`src/rtl/tdf_pkg.sv`:
```
`timescale 1ns / 1ps
// ----------------------------------------------------------------------------
// tdf_pkg
// Types and constants shared by the terminal frame deframer modules.
// ----------------------------------------------------------------------------
package tdf_pkg;

  localparam int HEADER_BYTES = 36;
  localparam int COUNT_W      = 25;
  localparam int CFG_IDX_W    = 2;
  localparam int CFG_DATA_W   = 24;

  localparam logic [31:0] MAGIC_WORD   = 32'h5444_5257;
  localparam logic [15:0] VERSION_WORD = 16'd1;

  localparam logic [23:0] MAX_PAYLOAD_RESET = 24'd65536;
  localparam logic [15:0] DIR_INPUT_RESET   = 16'd0;
  localparam logic [15:0] DIR_OUTPUT_RESET  = 16'd1;

  // Configuration register indexes.
  localparam logic [CFG_IDX_W-1:0] CFG_MAX_PAYLOAD = 2'd0;
  localparam logic [CFG_IDX_W-1:0] CFG_DIR_INPUT   = 2'd1;
  localparam logic [CFG_IDX_W-1:0] CFG_DIR_OUTPUT  = 2'd2;

  // Result kinds.
  localparam logic [1:0] KIND_PAYLOAD = 2'd0;
  localparam logic [1:0] KIND_HEADER  = 2'd1;
  localparam logic [1:0] KIND_STATUS  = 2'd2;

  // Status codes.
  localparam logic [3:0] ST_OK        = 4'd0;
  localparam logic [3:0] ST_TRUNCATED = 4'd1;
  localparam logic [3:0] ST_MAGIC     = 4'd2;
  localparam logic [3:0] ST_VERSION   = 4'd3;
  localparam logic [3:0] ST_DIRECTION = 4'd4;
  localparam logic [3:0] ST_NULL_ID   = 4'd5;
  localparam logic [3:0] ST_ZERO_SEQ  = 4'd6;
  localparam logic [3:0] ST_BAD_LEN   = 4'd7;
  localparam logic [3:0] ST_MISMATCH  = 4'd8;

  typedef struct packed {
    logic [7:0] frame_byte;
    logic       end_of_frame;
  } in_item_t;

  typedef struct packed {
    logic [1:0]  item_kind;
    logic [7:0]  payload_byte;
    logic [15:0] direction;
    logic [63:0] request_id_high;
    logic [63:0] request_id_low;
    logic [63:0] sequence_number;
    logic [23:0] payload_length;
    logic [3:0]  status_code;
    logic        frame_done;
  } out_item_t;

  // Results produced by one accepted byte, in delivery order.
  typedef struct packed {
    logic [1:0] count;
    out_item_t  item0;
    out_item_t  item1;
  } res_push_t;

endpackage

```
`src/rtl/tdf_parser.sv`:
```
`timescale 1ns / 1ps
// ----------------------------------------------------------------------------
// tdf_parser
// Byte counter, header capture, header checks, configuration registers and result formation.
// ----------------------------------------------------------------------------
module tdf_parser import tdf_pkg::*; (
  input  logic                  clk,
  input  logic                  rst_n,
  input  logic                  take,
  input  in_item_t              in_item,
  input  logic                  cfg_we,
  input  logic [CFG_IDX_W-1:0]  cfg_index,
  input  logic [CFG_DATA_W-1:0] cfg_wdata,
  output res_push_t             push
);

  logic [COUNT_W-1:0] byte_count_r, byte_count_nxt;
  logic [3:0]         first_error_r, first_error_nxt;
  logic               header_valid_r, header_valid_nxt;
  logic [23:0]        max_payload_r;
  logic [15:0]        dir_input_r;
  logic [15:0]        dir_output_r;

  logic [7:0] hdr_r [HEADER_BYTES];
  logic [7:0] hb    [HEADER_BYTES];

  logic [COUNT_W-1:0] pos, cnt_inc, pay_off;
  logic               in_header, last_hdr, pay_ok;
  logic [31:0]        magic, len32;
  logic [15:0]        version, dir;
  logic [63:0]        id_high, id_low, seq;
  logic [23:0]        len24;
  logic [3:0]         hdr_err, frame_err, status;
  logic [COUNT_W:0]   total;
  out_item_t          hdr_item, pay_item, st_item;
  logic               hdr_out;

  assign pos = byte_count_r;

  // The current byte is merged in so that the check on the last header byte
  // sees the complete header.
  always_comb begin
    for (int i = 0; i < HEADER_BYTES; i++) begin
      hb[i] = (pos == COUNT_W'(i)) ? in_item.frame_byte : hdr_r[i];
    end
  end

  assign magic   = {hb[3], hb[2], hb[1], hb[0]};
  assign version = {hb[5], hb[4]};
  assign dir     = {hb[7], hb[6]};
  assign id_high = {hb[8], hb[9], hb[10], hb[11], hb[12], hb[13], hb[14], hb[15]};
  assign id_low  = {hb[16], hb[17], hb[18], hb[19], hb[20], hb[21], hb[22], hb[23]};
  assign seq     = {hb[31], hb[30], hb[29], hb[28], hb[27], hb[26], hb[25], hb[24]};
  assign len24   = {hb[34], hb[33], hb[32]};
  assign len32   = {hb[35], len24};

  always_comb begin
    priority if (magic != MAGIC_WORD)                         hdr_err = ST_MAGIC;
    else if (version != VERSION_WORD)                         hdr_err = ST_VERSION;
    else if (dir != dir_input_r && dir != dir_output_r)       hdr_err = ST_DIRECTION;
    else if (id_high == 64'd0 && id_low == 64'd0)             hdr_err = ST_NULL_ID;
    else if (seq == 64'd0)                                    hdr_err = ST_ZERO_SEQ;
    else if (len32 == 32'd0 || len32 > {8'd0, max_payload_r}) hdr_err = ST_BAD_LEN;
    else                                                      hdr_err = ST_OK;
  end

  assign in_header = pos < COUNT_W'(HEADER_BYTES);
  assign last_hdr  = pos == COUNT_W'(HEADER_BYTES - 1);
  assign pay_off   = pos - COUNT_W'(HEADER_BYTES);
  assign pay_ok    = !in_header && header_valid_r && (pay_off < COUNT_W'(len24));
  assign cnt_inc   = (&pos) ? pos : pos + COUNT_W'(1);
  assign hdr_out   = last_hdr && (hdr_err == ST_OK);
  assign frame_err = last_hdr ? hdr_err : first_error_r;
  assign total     = (COUNT_W+1)'(HEADER_BYTES) + (COUNT_W+1)'(len24);

  always_comb begin
    priority if (cnt_inc < COUNT_W'(HEADER_BYTES)) status = ST_TRUNCATED;
    else if (frame_err != ST_OK)                   status = frame_err;
    else if ({1'b0, cnt_inc} != total)             status = ST_MISMATCH;
    else                                           status = ST_OK;
  end

  always_comb begin
    hdr_item                 = '0;
    hdr_item.item_kind       = KIND_HEADER;
    hdr_item.direction       = dir;
    hdr_item.request_id_high = id_high;
    hdr_item.request_id_low  = id_low;
    hdr_item.sequence_number = seq;
    hdr_item.payload_length  = len24;

    pay_item                 = '0;
    pay_item.item_kind       = KIND_PAYLOAD;
    pay_item.payload_byte    = in_item.frame_byte;

    st_item                  = '0;
    st_item.item_kind        = KIND_STATUS;
    st_item.status_code      = status;
    st_item.frame_done       = 1'b1;
  end

  // When a byte yields both a header or payload result and a status result, the
  // status result follows the other one.
  always_comb begin
    push       = '0;
    push.item0 = st_item;
    push.item1 = st_item;
    if (take) begin
      if (hdr_out || pay_ok) begin
        push.item0 = hdr_out ? hdr_item : pay_item;
        push.count = in_item.end_of_frame ? 2'd2 : 2'd1;
      end else begin
        push.count = in_item.end_of_frame ? 2'd1 : 2'd0;
      end
    end
  end

  always_comb begin
    byte_count_nxt   = byte_count_r;
    first_error_nxt  = first_error_r;
    header_valid_nxt = header_valid_r;
    if (take) begin
      byte_count_nxt = cnt_inc;
      if (last_hdr) begin
        first_error_nxt  = hdr_err;
        header_valid_nxt = hdr_out;
      end
      if (in_item.end_of_frame) begin
        byte_count_nxt   = '0;
        first_error_nxt  = ST_OK;
        header_valid_nxt = 1'b0;
      end
    end
  end

  always_ff @(posedge clk) begin
    if (!rst_n) begin
      byte_count_r   <= '0;
      first_error_r  <= ST_OK;
      header_valid_r <= 1'b0;
      max_payload_r  <= MAX_PAYLOAD_RESET;
      dir_input_r    <= DIR_INPUT_RESET;
      dir_output_r   <= DIR_OUTPUT_RESET;
    end else begin
      byte_count_r   <= byte_count_nxt;
      first_error_r  <= first_error_nxt;
      header_valid_r <= header_valid_nxt;
      if (cfg_we) begin
        unique case (cfg_index)
          CFG_MAX_PAYLOAD: max_payload_r <= cfg_wdata;
          CFG_DIR_INPUT:   dir_input_r   <= cfg_wdata[15:0];
          CFG_DIR_OUTPUT:  dir_output_r  <= cfg_wdata[15:0];
          default: ;
        endcase
      end
    end
  end

  // Header bytes are written once per frame; older contents are never read
  // before being overwritten.
  always_ff @(posedge clk) begin
    for (int i = 0; i < HEADER_BYTES; i++) begin
      if (take && pos == COUNT_W'(i)) begin
        hdr_r[i] <= in_item.frame_byte;
      end
    end
  end

endmodule

```
`src/rtl/tdf_out_fifo.sv`:
```
`timescale 1ns / 1ps
// ----------------------------------------------------------------------------
// tdf_out_fifo
// Result queue that takes up to two results per cycle and delivers one.
// ----------------------------------------------------------------------------
module tdf_out_fifo import tdf_pkg::*; #(
  parameter int DEPTH = 4
) (
  input  logic      clk,
  input  logic      rst_n,
  input  res_push_t push,
  input  logic      pop,
  output logic      not_empty,
  output logic      has_room,
  output out_item_t head
);

  localparam int PTR_W = $clog2(DEPTH);
  localparam int CNT_W = $clog2(DEPTH + 1);

  out_item_t        mem_r [DEPTH];
  logic [PTR_W-1:0] wr_ptr_r, wr_ptr_nxt, rd_ptr_r, rd_ptr_nxt, wr_ptr_p1;
  logic [CNT_W-1:0] count_r, count_nxt;

  assign not_empty = count_r != '0;
  // Room for the two results one byte may produce.
  assign has_room  = count_r <= CNT_W'(DEPTH - 2);
  assign head      = mem_r[rd_ptr_r];
  assign wr_ptr_p1 = wr_ptr_r + PTR_W'(1);

  always_comb begin
    wr_ptr_nxt = wr_ptr_r + PTR_W'(push.count);
    rd_ptr_nxt = pop ? rd_ptr_r + PTR_W'(1) : rd_ptr_r;
    count_nxt  = count_r + CNT_W'(push.count) - CNT_W'(pop);
  end

  always_ff @(posedge clk) begin
    if (!rst_n) begin
      wr_ptr_r <= '0;
      rd_ptr_r <= '0;
      count_r  <= '0;
    end else begin
      wr_ptr_r <= wr_ptr_nxt;
      rd_ptr_r <= rd_ptr_nxt;
      count_r  <= count_nxt;
    end
  end

  always_ff @(posedge clk) begin
    if (push.count != 2'd0) begin
      mem_r[wr_ptr_r] <= push.item0;
    end
    if (push.count == 2'd2) begin
      mem_r[wr_ptr_p1] <= push.item1;
    end
  end

endmodule

```
`src/rtl/terminal_frame_deframer_core.sv`:
```
`timescale 1ns / 1ps
// ----------------------------------------------------------------------------
// terminal_frame_deframer_core
// Results enter the result queue with their byte's transaction, and out_valid shows
// the queue head. Throughput: one byte per cycle while the queue has room, set by
// the byte counter and header check path; a byte's two results leave one at a
// time. Reset clears the frame state and result queue and loads register defaults.
// ----------------------------------------------------------------------------
module terminal_frame_deframer_core import tdf_pkg::*; #(
  parameter int OUT_DEPTH = 4
) (
  input  logic                  clk,
  input  logic                  rst_n,
  input  logic                  in_valid,
  output logic                  in_ready,
  input  in_item_t              in_data,
  output logic                  out_valid,
  input  logic                  out_ready,
  output out_item_t             out_data,
  input  logic                  cfg_we,
  input  logic [CFG_IDX_W-1:0]  cfg_index,
  input  logic [CFG_DATA_W-1:0] cfg_wdata
);

  logic      take, has_room;
  res_push_t push;

  assign in_ready = has_room;
  assign take     = in_valid && has_room;

  tdf_parser u_parser (
    .clk      (clk),
    .rst_n    (rst_n),
    .take     (take),
    .in_item  (in_data),
    .cfg_we   (cfg_we),
    .cfg_index(cfg_index),
    .cfg_wdata(cfg_wdata),
    .push     (push)
  );

  tdf_out_fifo #(
    .DEPTH(OUT_DEPTH)
  ) u_out_fifo (
    .clk      (clk),
    .rst_n    (rst_n),
    .push     (push),
    .pop      (out_valid && out_ready),
    .not_empty(out_valid),
    .has_room (has_room),
    .head     (out_data)
  );

endmodule
```
`config.mk`:
```
export PLATFORM = sky130hd
export DESIGN_NAME = terminal_frame_deframer_core
export DESIGN_NICKNAME = d
export VERILOG_FILES = /design/src/rtl/tdf_pkg.sv /design/src/rtl/tdf_parser.sv /design/src/rtl/tdf_out_fifo.sv /design/src/rtl/terminal_frame_deframer_core.sv
export SDC_FILE = /design/constraint.sdc
export NUM_CORES = 2
export LEC_CHECK = 0
export BUFFER_PORTS_ARGS = -buffer_cell sky130_fd_sc_hd__buf_2
export CAP_MARGIN = 20
export CORE_ASPECT_RATIO = 0.7
export CORE_MARGIN = 1.5
export CORE_UTILIZATION = 39
export CTS_CLUSTER_DIAMETER = 40
export CTS_CLUSTER_SIZE = 20
export DETAILED_ROUTE_END_ITERATION = 7
export GPL_TIMING_DRIVEN = 0
export SKIP_LAST_GASP = 1
export SYNTH_ARGS = -nofsm -noshare
export SYNTH_HDL_FRONTEND = slang
export SYNTH_SLANG_ARGS = --single-unit
```
`constraint.sdc`:
```
create_clock -name clk -period 13.2 [get_ports clk]
set_input_delay 1.98 -clock clk [delete_from_list [all_inputs] [get_ports clk]]
set_output_delay 1.98 -clock clk [all_outputs]
set_load 0.02 [all_outputs]
```
==> results.sh <==
export IMPL_status="finished with violations"
export IMPL_violations="design-rule violations"
export IMPL_hold_path_end="u_out_fifo.mem_r[3][46]"
export IMPL_cpMostUsedCell="clkbuf_1"
export IMPL_wl_mm=231.6
export IMPL_crit_family="buffers and inverters"
export IMPL_tns_ns=0
export IMPL_mostFrequentLayoutCell="nand2_1"
export IMPL_wl_per_cell_microns=27.39
export IMPL_worst_clock_skew_ns=0.04159
export IMPL_rows=118
export IMPL_power_density_mw_per_mm2=140.7
export IMPL_clk_pin_slew_ns=0.07
export IMPL_seq_area_frac_synth_pct=52.06
export IMPL_worst_pin_slew_ns=1.292
export IMPL_ys_flop_type="dfxtp_1"
export IMPL_crit_fanout=25
export IMPL_slew_violations=0
export IMPL_required_ns=13.67
export IMPL_grt_total_usage_pct=29.68
export IMPL_worst_setup_path_type="in2reg"
export IMPL_cp_slowest_stage_delay_ns=0.79
export IMPL_cts_buffer_depth=3
export IMPL_avgSynthCellArea_sq_um=9.977
export IMPL_synth_top_area_cell="dfxtp_1"
export IMPL_cp_slowest_cell="clkbuf_1"
export IMPL_drive_gt1_share_pct=16.45
export IMPL_hpwl_mm=173.4
export IMPL_top_level_ports=289
export IMPL_syn_cell_area_sq_mm=0.05841
export IMPL_cts_root_buf="clkbuf_16"
export IMPL_dieWidth_microns=465.6
export IMPL_cts_resized=0
export IMPL_syn_num_nets=5959
export IMPL_antenna_found_initial=15
export IMPL_ant_nets=0
export IMPL_syn_instance_count=5855
export IMPL_irDropWorstVdd_mv=0.1372
export IMPL_ff_latch_area_sq_mm=0.03041
export IMPL_cp_num_buf_inv=12
export IMPL_fin_crit_ns=11.24
export IMPL_grt_use_met1_pct=42.86
export IMPL_cts_buffers=141
export IMPL_hold_path_class="reg2reg"
export IMPL_ys_ff_latch=1367
export IMPL_r2r_slack_ns=2.46
export IMPL_htree_num_levels=4
export IMPL_drt_first_pass_iters=8
export IMPL_postCtsSetupBuffers=0
export IMPL_min_delay_start="u_out_fifo.mem_r[3][46]"
export IMPL_max_freq_ghz=0.08897
export IMPL_post_route_period_util_pct=85.15
export IMPL_ys_types=94
export IMPL_final_cell_mix="nand2_1 (1219), dfxtp_1 (1063), o21ai_0 (579), o21ai_1 (448), buf_2 (338)"
export IMPL_grt_busiest_layer="met1"
export IMPL_hold_buffers=0
export IMPL_synth_async_sr_flop_share_pct=0
export IMPL_multi_input_area_sq_mm=0.02585
export IMPL_grt_max_degree=31
export IMPL_startpoint_type="primary input"
export IMPL_tritoncts="built"
export IMPL_finalHoldViolations=0
export IMPL_viasPerCell=5.938
export IMPL_yosysTopAreaCellShare_pct=36.43
export IMPL_grt_overflow_total=0
export IMPL_drc=22
export IMPL_gp_congestion=1.015
export IMPL_synth_area_leaders="dfxtp_1 (36%), edfxtp_1 (16%), mux4_2 (9.5%), nand2_1 (7.8%), o21ai_0 (5.0%)"
export IMPL_ys_warn_count=0
export IMPL_grt_pass1_vias=46880
export IMPL_leakage_nw=24.41
export IMPL_endpoint_kind="flop"
export IMPL_area_growth_pct=17.08
export IMPL_reg2regPathDepth=26
export IMPL_rsz0062_at_grt="no"
export IMPL_vias=50210
export IMPL_met2_usage_pct=42.12
export IMPL_initial_core_util_pct=39.41
export IMPL_synth_edf_count=304
export IMPL_final_nets=6459
export IMPL_final_core_util_pct=46.14
export IMPL_initialDrtViolationCount=6733
export IMPL_io_buffers=287
export IMPL_relSlewSlack_pct=13.84
export IMPL_grt_pass1_wl_mm=329.7
export IMPL_die_area_sq_mm=0.1521
export IMPL_die_h_microns=326.8
export IMPL_insertion_delay_ns=0.80
export IMPL_cp_arrival_ns=11.71
export IMPL_r2r_end="u_out_fifo.mem_r[0][3]"
export IMPL_rr_startpoint="u_parser.byte_count_r[14]"
export IMPL_cts_num_sinks=1367
export IMPL_max_cap_viol_count=0
export IMPL_finalSetupViolCount=0
export IMPL_met3_usage_pct=8.782
export IMPL_fill_cells=13950
export IMPL_core_sq_mm=0.1482
export IMPL_hold_depth=2
## cell families after synthesis
family / synth area share (%)
buf+inv: 3.888
simple gates: 15.01
fa+ha+maj: 1.384
flops: 52.06
compound gates: 13.79
mux: 12.26
xor+xnor: 1.602
## worst reg2reg max path, cell delays in order, from the launching register on
cell	delay (ns)
dfxtp_1	0.32
clkbuf_1	0.29
nor4_1	0.88
buf_2	0.41
buf_1	0.65
nand4_1	0.58
o21ai_0	0.39
and2_1	0.18
clkbuf_1	0.54
inv_1	0.20
ha_1	0.32
nand4_1	0.13
nor3_1	0.22
nand3_1	0.14
o31ai_1	0.10
o211ai_1	0.36
nor3_1	0.29
o41ai_1	0.14
a2111oi_2	0.74
or2_1	0.28
ha_1	0.33
nor2_1	0.19
or3_1	0.14
clkbuf_1	0.79
clkbuf_1	0.78
clkbuf_1	0.75
inv_1	0.31
## flip-flops by register name, summed over array words and instances, names as in the netlist, named ones only
signal and cells:
u_out_fifo.count_r 3, u_out_fifo.mem_r 984, u_out_fifo.rd_ptr_r 2, u_out_fifo.wr_ptr_r 2, u_parser.byte_count_r 25, u_parser.dir_input_r 16
u_parser.dir_output_r 16, u_parser.first_error_r 4, u_parser.hdr_r 288, u_parser.header_valid_r 1, u_parser.max_payload_r 24
## how the worst max path moves through the flow
stage                     from                     end  slack [ns]  depth (start not counted)
global route        in_data[1]  u_out_fifo.mem_r[0][4]        1.88                         27
finish              in_data[1]  u_out_fifo.mem_r[0][3]        1.96                         27
floorplan           in_data[2]  u_out_fifo.mem_r[1][1]        6.40                         24
detailed placement  in_data[1]  u_out_fifo.mem_r[0][3]        1.68                         27
global placement    in_data[4]  u_out_fifo.mem_r[0][3]        1.01                         22
CTS                 in_data[1]  u_out_fifo.mem_r[0][3]        2.51                         27
## routing by layer
layer	part of all wire (%)	wire (microns)	vias up
met2	41	95670	2873
met5	0.014	33	-
li1	-	-	21940
met3	13	29380	422
met4	3.5	7991	6
met1	43	98530	24970
## metrics by stage
stage          cell area, sq um  worst slack, ns  std cells  hold WS, ns  total power [W]
2_1_floorplan             58410            6.398       5855       0.4102         0.004943
3_3_place_gp              62330            1.012       8122       0.4267         0.005295
3_5_place_dp              63200            1.678       8182       0.4367         0.005327
4_1_cts                   68280            2.508       8444       0.4460         0.009626
5_1_grt                   68390            1.879       8455       0.4567         0.009858
6_report                  68390            1.960       8457       0.4445         0.009623
## cells in the mapped netlist, types with 13 or more instances
master    count
xnor2_1      56
buf_2        46
a21oi_1     129
mux2_2       26
ha_1         63
clkbuf_1    320
o21ai_1     448
nand2_1    1219
nor2_1      185
nor3_1       81
a22o_1       34
and2_1       38
and3_1       13
dfxtp_1    1063
o21ai_0     579
xor2_1       43
inv_1        88
nand3_1      66
edfxtp_1    304
buf_6        27
a31oi_1      19
nand2b_1     19
nand2_2      53
a22oi_1      27
a21boi_0     58
a21o_1       16
or4_1        22
or3_1        18
mux2i_1     133
nor2b_1      41
nand4_1      52
buf_1        42
nor4_1       68
mux4_2      246
a211oi_1     16
## power by group
part / internal [W] / switching, W / total, W
Clock: 0.00246 / 0.00191 / 0.00436
Sequential: 0.00430 / 0.0000189 / 0.00431
Combinational: 0.000286 / 0.000658 / 0.000944
Total: 0.00704 / 0.00258 / 0.00962
## final cells by class
cell class                      instances  area share (%)
Sequential cell                      1367           44.46
Buffer                                440           2.817
Clock buffer                          161           5.545
Clock inverter                        101           1.888
Antenna cell                            3         0.01098
Tap cell                             1980           3.622
Timing Repair Buffer                  357           3.355
Multi-Input combinational cell       3956           37.79
Inverter                               92          0.5049
Note: power is estimated with default switching activity, not from simulation.
